`src/rtl/apdtrk_ram.sv`:
```
module apdtrk_ram #(
   parameter int WIDTH = 8,
   parameter int DEPTH = 16
) (
   input  logic                     clock,
   input  logic                     wr_en,
   input  logic [$clog2(DEPTH)-1:0] wr_addr,
   input  logic [WIDTH-1:0]         wr_data,
   input  logic                     rd_en,
   input  logic [$clog2(DEPTH)-1:0] rd_addr,
   output logic [WIDTH-1:0]         rd_data
);

   logic [WIDTH-1:0] mem [DEPTH];
   logic [WIDTH-1:0] rd_data_ff;

   // A read and a write to the same address in one cycle return the old word.
   always_ff @(posedge clock) begin
      if (wr_en) begin
         mem[wr_addr] <= wr_data;
      end
      if (rd_en) begin
         rd_data_ff <= mem[rd_addr];
      end
   end

   assign rd_data = rd_data_ff;

endmodule

```
`config.mk`:
```
export PLATFORM = sky130hd
export DESIGN_NAME = apdtrk_ram
export DESIGN_NICKNAME = d
export VERILOG_FILES = /design/src/rtl/apdtrk_ram.sv
export SDC_FILE = /design/constraint.sdc
export NUM_CORES = 1
export LEC_CHECK = 0
export BUFFER_PORTS_ARGS = -buffer_cell sky130_fd_sc_hd__clkbuf_2
export CAP_MARGIN = 20
export CORE_AREA = 2 2 111 113
export DETAILED_ROUTE_END_ITERATION = 12
export DIE_AREA = 0 0 113 115
export PLACE_DENSITY = 0.66
export SLEW_MARGIN = 20
export SYNTH_ARGS = -nofsm -noshare
export SYNTH_HDL_FRONTEND = slang
export SYNTH_SLANG_ARGS = --single-unit
```
`constraint.sdc`:
```
create_clock -name clock -period 2.5 [get_ports clock]
set_clock_uncertainty 0.2 [all_clocks]
set_input_delay 0 -clock clock [delete_from_list [all_inputs] [get_ports clock]]
set_output_delay 0 -clock clock [all_outputs]
set_load 0.01 [all_outputs]
```
======== Yosys cells after proc, flatten, opt, wreduce, memory -nomap -nowiden ========
Memories as Yosys holds them, arrays and structs flattened. A register that Yosys moved wholly into a read port is not among the register bits.
Cells that the tools add are included.
storage, ports and cells
  memories kept ........................... 1
  logic and storage cells ................. 3
  output and inout bits ................... 8
  register bits after elaboration ......... 0
  bits of input ports ..................... 19
  bits in writable memories ............... 128
cells by class
  multiplexer cells ....................... 2
memory list
  memory  words  width  read ports  clocked after Yosys merged registers in  wr ports  line  text
  mem     16     8      1           1                                        1         14    logic [WIDTH-1:0] mem [DEPTH];
operators with widths
  operator           number
  two-way mux 1 bit  2

======== Depth between registers and ports, before layout ========
  depth after elaboration ................. 2
  depth in mapped cells ................... 5

======== Worst setup path after synthesis ========
No wires, ideal clock.
  path type ............................... input-to-reg
  from .................................... input port wr_addr[2]
  to ...................................... memory mem[0][0] (enable)
  path buffers ............................ 0
  setup slack ............................. 0.807 ns
  stages .................................. 2
  arrival time ............................ 1.110 ns
  cells stage by stage .................... or3b_2 nor3_1
RTL lines
  item         line  text
  from (decl)  7     input logic [$clog2(DEPTH)-1:0] wr_addr,
  to (decl)    14
No word-level cell before the write port.

======== Worst setup path in the final report ========
  from .................................... input port wr_addr[3]
  to ...................................... memory mem[3][3] (enable)
No word-level cell before the write port.

==> results.txt <==
----------------------------------------------------
[Status]
  Outcome ... finished, violations left
  Violated checks ... design-rule violations

[Clocking]
  Clock buffer count from CTS ... 17
  Clk pin slew, worst setup/hold paths ... 0.06 ns
  CTS root buf ... clkbuf_16
  Bufs on Longest Clock Path ... 2
  Clock sink count ... between 100 and 150
  Clock insertion delay at the later pin of the skew report ... 0.42 ns
  Max H-tree Level ... 4
  TritonCTS clock tree ... built
  Number of instances resized during post-cts repair ... 0

[Timing]
  Actual transition at the worst max-transition pin ... slightly above 0.8 ns
  Final sum of negative setup slack ... 0 ns
  Max-slew violation count ... 0
  Final Hold Violating Endpoints ... 0
  Relative slew margins ... between 40% and 50%
  Post-layout minimum cycle time ... between 2 and 2.5 ns
  Final worst slack ... 0.228 ns
  RSZ-0062 raised after global routing ... no
  Peak Freq ... between 0.4 and 0.5 GHz
  Tcrit/Tclk final ... 90.9%
  Worst slack on hold paths ... roughly 0.04 ns
  Final count of negative-setup-slack endpoints ... 0

[Detailed routing]
  Initial detailed-routing violation count ... approximately 180
  Routed wire length ... 10.3 mm
  Via-to-Cell Ratio ... 5.58
  Routed len/inst ... 22.4 um
  Remaining antenna violation count after routing ... 0
  Number of detailed-routing iterations run before antenna repair ... 8
  Total DRC errors in the routed layout ... 3
  Via count ... 2566

[Synthesis]
  Unique cell type count in the Yosys netlist ... 18
  Library cell occupying the most area in the post-synthesis netlist ... edfxtp_1
  Post-Synth Simple-Gate Area ... 3.14%
  Syn Std Cell Area ... 0.00523 sq mm
  Synth top area share ... 78.1%
  Average footprint of a synthesized cell ... 22.8 sq um
  Dominant combinational cell family by area after synthesis ... multiplexers
  Sequential cell area fraction in the yosys report ... about 78%
  Post-synthesis mux area share ... 14.8%
  Area share of xor/xnor cells in the synthesized design ... 0%
  Post-Syn Instances ... 229
  Top cells by area in the synthesized netlist ... edfxtp_1 (78%), mux4_2 (7.8%), mux4_1 (7.0%)
  Total of warnings raised by yosys ... 0
  Register bit count reported by yosys ... 136
  Synthesized netlist net count ... 248
  Adder and majority cell fraction of the synthesized area ... 0%
  Area fraction in compound gates after synthesis ... 2.30%

[Die]
  Starting Density ... about 44%
  Number of rows created at floorplan ... 40
  Count of pins on the block boundary ... 27
  Core Area ... about 0.012 sq mm
  Die X ... 113 um
  Area of the die ... 0.0130 sq mm
  DIE HEIGHT ... 115 um

[Cells and area]
  Fin nets ... 319
  Area growth, synth to finish ... 22.2%
  Filler instances ... 891
  Post-route non-filler standard cell count ... 460
  Antenna cell count ... 0
  Leading cell types in the layout, fill and taps excluded ... edfxtp_1 (136), clkbuf_2 (26), buf_4 (20)
  Most common cell after layout, fill and taps aside ... edfxtp_1
  Fraction of layout instances using a drive strength above 1 ... 31.0%
  Footprint of the multi-input gates ... 0.00106 sq mm
  Sequential standard cell area ... roughly 0.0041 sq mm

[Power and ir drop]
  Seq pwr share ... 48.4%
  Total net switching power ... 1080 uW
  Power per standard cell area ... 835 mW/mm^2
  Clk pwr share ... 46.7%
  Post-layout power ... 5330 uW
  Cell internal pwr ... 4260 uW
  Fraction of power consumed by combinational cells ... between 4 and 5%
  Sw Ratio ... 20.2%
  Max VDD drop ... 0.000352 V
  Static leakage ... 0.00218 uW

[Place]
  GPL Wtd Cong ... about 0.73
  Buffers on Ports ... 26
  HPWL Detailed ... ~6.5 mm
  Placed instance count ... 414
  Post-place setup slack ... around 0.6 ns

[Hold path]
  Worst hold start ... rd_addr[0]
  Endpoint with the worst hold slack ... rd_data[2]$_DFFE_PP_
  Min-delay worst type ... primary input to flip-flop
  Number of stages on the worst hold path ... 4

[Critical path]
  Worst-path fanout max ... 6
  Worst Path Class, Setup ... primary input to flip-flop
  Depth of the most critical reg-to-reg path ... 3
  Arr. time, crit path ... 2.19 ns
  R2R Path Start ... mem[3][6]$_DFFE_PP_
  Data required time at the worst endpoint ... between 2 and 2.5 ns
  Setup slack, reg-to-reg ... 0.76 ns
  Reg2reg end ... rd_data[6]$_DFFE_PP_
  Kind of launch point of the worst setup path ... primary input
  Sort of element at the end of the critical path ... flip-flop

[GRT]
  Number of antenna violations at the first check in global routing ... 0
  Gr ovfl total ... 0
  Via count of the first global-routing pass ... 2663
  Global-route wire length before repair ... 15.8 mm
  Total routing resource utilization after global routing ... 17.4%
  Pin count of the biggest net entering global routing ... 23

[Flow run]
  Max capacitance violation total ... 0

----------------------------------------------------
-- power groups by stage --
stage / clock [uW] / combinational, uW / sequential [uW]
after floorplan: 0 / 130 / 2630
after global placement: 0 / 239 / 2630
after detailed placement: 0 / 245 / 2630
after CTS: 2530 / 263 / 2580
after global routing: 2630 / 280 / 2590
final: 2490 / 260 / 2580
-- state kept, by name, summed over array words and instances, names as in the netlist --
name     cells
mem        128
rd_data      8
-- worst max path at each step --
| stage | startpoint | slack (ns) | endpoint | depth (start not counted) |
|---|---|---|---|---|
| after floorplan | wr_addr[2] | 0.81 | mem[0][0]$_DFFE_PP_ | 2 |
| after global placement | rd_addr[1] | 0.62 | rd_data[2]$_DFFE_PP_ | 5 |
| after global routing | wr_addr[3] | 0.20 | mem[3][1]$_DFFE_PP_ | 6 |
| after CTS | wr_addr[3] | 0.25 | mem[3][1]$_DFFE_PP_ | 6 |
| after detailed placement | rd_addr[1] | 0.62 | rd_data[2]$_DFFE_PP_ | 5 |
| final | wr_addr[3] | 0.23 | mem[3][3]$_DFFE_PP_ | 6 |
-- routing by layer --
layer / track usage (%) / vias up / part of all wire (%)
li1: - / 1130 / -
met1: 23.5 / 1335 / 45
met2: 26.9 / 89 / 48
met3: 5.80 / 12 / 5.9
met4: 6.26 / 0 / 1.3
met5: 0 / - / 0
-- cell usage after synthesis (all sizes together) --
| cell type | count |
|---|---|
| edfxtp | 136 |
| mux4 | 32 |
| a22oi | 16 |
| nor2 | 13 |
| nand2 | 9 |
| buf | 7 |
| nor3 | 4 |
| clkdlybuf4s25 | 3 |
| nand2b | 2 |
| nand3b | 2 |
| and2 | 1 |
| and2b | 1 |
| nand3 | 1 |
| nor2b | 1 |
| or3b | 1 |
-- area by class of cell --
cell class / instances / area share [%]
Multi-Input combinational cell: 83 / 16.5
Tap cell: 147 / 2.88
Timing Repair Buffer: 62 / 7.21
Sequential cell: 136 / 63.9
Clock buffer: 18 / 6.72
Clock inverter: 14 / 2.72
-- repair_timing --
action / 4_1_cts / 5_1_grt
setup buffers: 0 / 0
hold buffers: 14 / 0
endpoints found under the hold margin: 170 / 0
-- critical path, cell delays in order --
cell and delay [ns]:
dlygate4sd3_1 0.53, clkbuf_2 0.14, or3b_2 0.49, dlygate4sd3_1 0.58
nor2_1 0.21, buf_4 0.23
-- logic make-up after synthesis --
family,after synthesis
AOI/OAI and AO/OA,16
DFF,136
muxes,32
and+or+nand+nor,35
buffers and inverters,10
-- per-stage QoR --
| stage | cell area (sq um) | util [%] |
|---|---|---|
| 2_1_floorplan | 5230 | - |
| 3_3_place_gp | 5650 | 47.8 |
| 3_5_place_dp | 5650 | 47.8 |
| 4_1_cts | 6390 | 54.1 |
| 5_1_grt | 6390 | 54.1 |
| 6_report | 6390 | 54.1 |
No activity file was read; power rests on OpenSTA's default activity.
