**config.mk**
```make
export PLATFORM = sky130hd
export DESIGN_NAME = apdtrk_update
export DESIGN_NICKNAME = d
export VERILOG_FILES = /design/src/rtl/apdtrk_pkg.sv /design/src/rtl/apdtrk_update.sv
export SDC_FILE = /design/constraint.sdc
export NUM_CORES = 1
export LEC_CHECK = 0
export BUFFER_PORTS_ARGS = -buffer_cell sky130_fd_sc_hd__buf_2
export CAP_MARGIN = 40
export CORE_ASPECT_RATIO = 0.6
export CORE_MARGIN = 8
export CORE_UTILIZATION = 40
export DETAILED_ROUTE_END_ITERATION = 10
export PLACE_DENSITY_LB_ADDON = 0.08
export RECOVER_POWER = 100
export SYNTH_ARGS = -nofsm -noshare
export SYNTH_HDL_FRONTEND = slang
export SYNTH_SLANG_ARGS = --single-unit
```
**constraint.sdc**
```tcl
create_clock -name vclk -period 9.85
set_input_delay 0.4925 -clock vclk [all_inputs]
set_output_delay 0.4925 -clock vclk [all_outputs]
set_load 0.01 [all_outputs]
```
**src/rtl/apdtrk_pkg.sv**
```systemverilog
package apdtrk_pkg;

   // Cell memory geometry.
   localparam int CELL_CNT = 4096;
   localparam int ADDR_W   = $clog2(CELL_CNT);

   // Field widths.
   localparam int IDX_W   = 12;
   localparam int TIME_W  = 32;
   localparam int VOLT_W  = 16;
   localparam int COUNT_W = 16;
   localparam int CSR_IDX_W  = 3;
   localparam int CSR_DATA_W = 32;
   localparam int REQ_DATA_W = 64;
   localparam int RSP_DATA_W = 64;

   // Register indexes on the configuration port.
   localparam logic [CSR_IDX_W-1:0] CSR_ACT_THRESHOLD   = 3'd0;
   localparam logic [CSR_IDX_W-1:0] CSR_REPOL_THRESHOLD = 3'd1;
   localparam logic [CSR_IDX_W-1:0] CSR_REFRACTORY_GAP  = 3'd2;
   localparam logic [CSR_IDX_W-1:0] CSR_FINAL_TIME      = 3'd3;
   localparam logic [CSR_IDX_W-1:0] CSR_TIME_STEP       = 3'd4;

   // Reset values of the registers (Q8.8 mV for voltages, 1/100 ms ticks for times).
   localparam logic signed [VOLT_W-1:0] ACT_THRESHOLD_RST   = -16'sd7680;
   localparam logic signed [VOLT_W-1:0] REPOL_THRESHOLD_RST = -16'sd21248;
   localparam logic [TIME_W-1:0]        REFRACTORY_GAP_RST  = 32'd1000;
   localparam logic [TIME_W-1:0]        FINAL_TIME_RST      = 32'd0;
   localparam logic [TIME_W-1:0]        TIME_STEP_RST       = 32'd2;

   // Resting voltage of a cell after reset, -100 mV.
   localparam logic signed [VOLT_W-1:0] RESET_VOLTAGE = -16'sd25600;
   localparam logic [COUNT_W-1:0]       COUNT_MAX     = {COUNT_W{1'b1}};

   // One entry of the per-cell memory.
   typedef struct packed {
      logic signed [VOLT_W-1:0] prev_volt;
      logic [TIME_W-1:0]        latest_act;
      logic                     has_activated;
      logic                     apd_pending;
      logic [COUNT_W-1:0]       act_count;
   } cell_state_type;

   localparam int STATE_W = $bits(cell_state_type);

   localparam cell_state_type CELL_STATE_RST = '{
      prev_volt:     RESET_VOLTAGE,
      latest_act:    '0,
      has_activated: 1'b0,
      apd_pending:   1'b0,
      act_count:     '0
   };

   // Thresholds and the refractory gap shared by the update logic.
   typedef struct packed {
      logic signed [VOLT_W-1:0] act_threshold;
      logic signed [VOLT_W-1:0] repol_threshold;
      logic [TIME_W-1:0]        refractory_gap;
   } cfg_type;

   // One sample as it sits in the update stage.
   typedef struct packed {
      logic [IDX_W-1:0]         cell_index;
      logic                     cell_active;
      logic [TIME_W-1:0]        sample_time;
      logic signed [VOLT_W-1:0] voltage;
      logic                     last_step;
   } sample_type;

   // One result.
   typedef struct packed {
      logic [IDX_W-1:0]   cell_id;
      logic               activation_event;
      logic [COUNT_W-1:0] activation_total;
      logic               apd_valid;
      logic [TIME_W-1:0]  apd_value;
   } result_type;

endpackage

```
**src/rtl/apdtrk_update.sv**
```systemverilog
module apdtrk_update (
   input  apdtrk_pkg::cfg_type        cfg,
   input  apdtrk_pkg::sample_type     sample,
   input  apdtrk_pkg::cell_state_type state_cur,
   output apdtrk_pkg::cell_state_type state_new,
   output logic                       state_we,
   output apdtrk_pkg::result_type     result
);
   import apdtrk_pkg::*;

   logic              in_range;
   logic              live;
   logic              time_zero;
   logic [TIME_W:0]   since;
   logic              past_gap;
   logic              crossing;
   logic              act_event;
   logic              open_two;
   logic              open_any;
   logic              close_apd;
   logic [COUNT_W-1:0] count_new;

   always_comb begin
      in_range  = {1'b0, sample.cell_index} < (IDX_W + 1)'(CELL_CNT);
      live      = in_range && sample.cell_active;
      time_zero = (sample.sample_time == '0);

      // Signed distance from the last activation; negative never passes the gap.
      since    = {1'b0, sample.sample_time} - {1'b0, state_cur.latest_act};
      past_gap = !since[TIME_W] && (since[TIME_W-1:0] > cfg.refractory_gap);
      crossing = (state_cur.prev_volt < cfg.act_threshold) &&
                 (sample.voltage >= cfg.act_threshold);
      act_event = live && !time_zero && crossing &&
                  (!state_cur.has_activated || past_gap);

      open_two  = act_event && state_cur.apd_pending;
      open_any  = act_event || state_cur.apd_pending;
      close_apd = live && !time_zero && open_any &&
                  ((sample.voltage <= cfg.repol_threshold) || open_two ||
                   sample.last_step);

      count_new = state_cur.act_count;
      if (act_event && (state_cur.act_count != COUNT_MAX)) begin
         count_new = state_cur.act_count + COUNT_W'(1);
      end

      state_we  = live;
      state_new = state_cur;
      state_new.prev_volt = sample.voltage;
      if (!time_zero) begin
         state_new.act_count   = count_new;
         state_new.apd_pending = open_any && !(close_apd && !open_two);
         if (act_event) begin
            state_new.latest_act    = sample.sample_time;
            state_new.has_activated = 1'b1;
         end
      end

      result.cell_id          = sample.cell_index;
      result.activation_event = act_event;
      result.activation_total = in_range ? count_new : '0;
      result.apd_valid        = close_apd;
      // A fresh activation closed in the same sample has zero duration;
      // otherwise the duration runs from the stored activation.
      if (close_apd && !(act_event && !state_cur.apd_pending)) begin
         result.apd_value = since[TIME_W-1:0];
      end else begin
         result.apd_value = '0;
      end
   end

endmodule

```
## Yosys cells after proc, flatten, opt, wreduce, memory -nomap -nowiden

Cells that the tools add are included.

- Reduce and logical (&&, ||, !) cells: 25
- Add/sub/neg operators: 2
- Mux-type cells: 4
- Eq/ne operators: 1
- Order comparisons: 4

Operators by type and width:

| kind | number |
|---|---|
| 50-bit two-way mux | 1 |
| 33-bit two-way mux | 1 |
| 32-bit by 32-bit subtractor with 33-bit output | 1 |
| 32-bit greater-than comparator | 1 |
| 32-bit zero test | 1 |
| 32-bit two-way mux | 1 |
| 16-bit by 1-bit adder with 16-bit output (second input constant) | 1 |
| 16-bit greater-or-equal comparator | 1 |
| 16-bit <= comparator | 1 |
| 16-bit less-than comparator | 1 |
| 16-bit two-way mux | 1 |
| 16-bit != test (second input constant) | 1 |
| 1-bit logical AND | 13 |
| 1-bit zero test | 7 |
| 1-bit logical OR | 4 |

- Register bits after elaboration: 0
- Output and inout bits: 129
- Input bits: 192
- Word-level logic and storage cells: 36

## Depth between registers and ports, before layout

- Depth in word-level cells: 13
- Depth in mapped cells: 22
- Depth with buffers taken out: 20

## Least setup slack after synthesis

Ideal clock, no wire load.

- Path type: input to output
- Start point: input state_cur[26] in the netlist's numbering
- End point: output result[12] in the netlist's numbering
- Cell stages on the path: 19
- Arrival time: 4789 ps
- Buffers on the path: 1
- Slack: 4568 ps
- Data required time: 9358 ps
- Cell sequence: inv_1 ha_1 nand4_1 a2111oi_0 o31ai_1 a2111oi_0 nor3_1 o31a_1 mux2i_1 nand2_1 ha_1 and4_1 nand2_1 nor3_1 a211oi_1 nor4b_2 o211ai_1 buf_2 nor3b_1

RTL lines:

| element | line | text |
|---|---|---|
| from (decl) | apdtrk_update.sv:4 | `input apdtrk_pkg::cell_state_type state_cur,` |
| to (decl) | apdtrk_update.sv:7 | `output apdtrk_pkg::result_type result` |

==> results_dict.tcl <==
set metrics [dict create \
    cp_num_buf_inv 3 \
    firstDrtPassIters 5 \
    die_area_sq_um 17400 \
    synth_warnings 0 \
    crit_chain "buf_2, ha_1, nand4_1, a2111oi_0, o31ai_1, a2111oi_0, nor3_1, o31a_1, mux2i_1, nand2_1, ha_1, and4_1, nand2_1, nor3_1, a211oi_1, nor4b_4, clkbuf_2, o21ai_0, mux2_2, clkbuf_1" \
    synth_area_sq_um 5320 \
    postCtsHoldBufs 0 \
    min_from "sample[57]" \
    crit_path_end_kind "primary output" \
    area_growth_pct 23.7 \
    synth_top_area_share_pct 26.4 \
    violations "max-capacitance violations, max-slew violations" \
    tns_ns 0 \
    wirelength_microns 22200 \
    finalMaxSlewViolations 96 \
    rsz0062_at_grt "false" \
    hpwl_microns 19600 \
    place.port_buffers 297 \
    crit_required_ns 9.36 \
    antenna_left 0 \
    die_h_microns 105 \
    initial_core_util_pct 41.2 \
    grt_pass1_vias 6040 \
    stdcell_area_sq_um 6580 \
    place.gp.congestion 0.956 \
    holdPathStages 0 \
    seq_cells 0 \
    crit_slowest_cell "clkbuf_2" \
    grt_max_degree 96 \
    overflow 0 \
    syn_area_per_cell_sq_um 6.72 \
    pre_cts_slack_ns 3.23 \
    synth.distinct_cells 56 \
    hold_viol_final 0 \
    syn_inst 791 \
    holdPathEnd "result[57]" \
    synth_nets 1096 \
    finalSetupViolations 0 \
    yosysTopAreaCell "ha_1" \
    critPathKind "in -> out" \
    fin_crit_ns 7.64 \
    cellPowerDensity_nw_per_um2 60.4 \
    place_area_sq_um 6730 \
    design.core.area_sq_um 12900 \
    antenna_found_initial 0 \
    clock_buffers 0 \
    worst_pin_slew_ns 1.67 \
    synth_seq_area_share_pct 0 \
    synth.area.top_cells "ha_1 (26%), inv_1 (8.0%), a21oi_1 (5.6%)" \
    grt_pass1_wl_microns 33300 \
    startpoint_type "primary input" \
    regArea_sq_um 0 \
    cp_top_family "compound AO/OA/AOI/OAI gates" \
    via_per_inst 5.35 \
    finalWorstSetupSlack_ns 2.21 \
    hp-class "in -> out" \
    critical_path.max_stage_delay_ns 1.20 \
    vias 6463 \
    outcome "finished with violations" \
    cts_setup_buffers 0 \
    die_w_microns 165 \
    crit_fanout 95 \
    post_cts_resized 0 \
    fin_nets 1344 \
    post-route-period-util_pct 77.6 \
    yosysMostFrequentCell "inv_1" \
    power_leakage_nw 3.39 \
    antenna_cells 0 \
    fmax_mhz 131 \
    drc 0 \
    io_pins 321 \
    fp-row-count 32 \
    slew_headroom_pct -11.4 \
    vdd_drop_max_uv 21.3 \
    drt-initial-drc-count 485 \
    arrival_ns 7.15 \
    drv_cap 1 \
    grt_usage_pct 23.4 \
    post_drt_wl_per_cell_microns 18.4 \
    layout-drive-gt1-share_pct 19.3 \
    synth_commonest_cells "inv_1 (113), ha_1 (112), nand2_1 (76)" \
]
## worst max-delay path by stage
stage,from,depth (start not counted),endpoint
after detailed placement,sample[25],20,result[34]
after CTS,sample[25],20,result[34]
after global placement,sample[25],20,state_new[1]
final,sample[25],20,result[34]
after floorplan,state_cur[26],19,result[12]
after global routing,state_cur[26],21,state_new[1]
## cells by family (layout without fill, tap and decap cells)
kind of cell | count (synthesis) | count (layout) | share of synthesized area [%]
muxes | 8 | 8 | 1.62
AOI/OAI and AO/OA | 221 | 221 | 27.6
xor gates and xnor gates | 44 | 44 | 7.25
and+or+nand+nor | 237 | 237 | 22.5
adders and majority gates | 114 | 114 | 26.9
buffers and inverters | 167 | 413 | 14.1
## layout make-up
type | instances | area [sq um]
fill | 1423 | 6320
multi-input combinational | 624 | 4580
timing repair buffer | 300 | 1360
inverter | 113 | 424
tap | 170 | 213
## per-stage QoR
| step | hold slack, ns | power, mW | util, % | std cells |
|---|---|---|---|---|
| after floorplan | 1.07 | 0.259 | - | 791 |
| after global placement | 0.985 | 0.399 | 52.2 | 1207 |
| after detailed placement | 0.985 | 0.398 | 52.2 | 1207 |
| after CTS | 0.985 | 0.401 | 52.2 | 1207 |
| after global routing | 0.985 | 0.442 | 51.0 | 1207 |
| final | 0.985 | 0.397 | 51.0 | 1207 |
## layout by cell type, fill, tap and decap left out, types with 14 or more instances in the layout
cell / n
xnor2_1: 29
a21o_1: 14
nand4_1: 32
buf_2: 185
nand2_1: 76
o2111a_1: 18
clkbuf_1: 113
a21oi_1: 59
inv_1: 113
nand3_1: 19
xor2_1: 15
nor2_1: 36
o21ai_0: 57
nor3_1: 18
ha_1: 112
## where the power goes
| part | switching (mW) | leakage, nW | internal (mW) |
|---|---|---|---|
| logic | 0.239 | 3.39 | 0.159 |
| registers | 0 | 0 | 0 |
| clock network | 0 | 0 | 0 |
| total | 0.239 | 3.39 | 0.159 |
## per-layer routing
metal	wire length, microns	GRT usage [%]
met5	0	0
met4	197	1.66
met3	1770	3.15
met2	9090	35.5
met1	11100	35.3
Note: power is estimated with default switching activity, not from simulation.
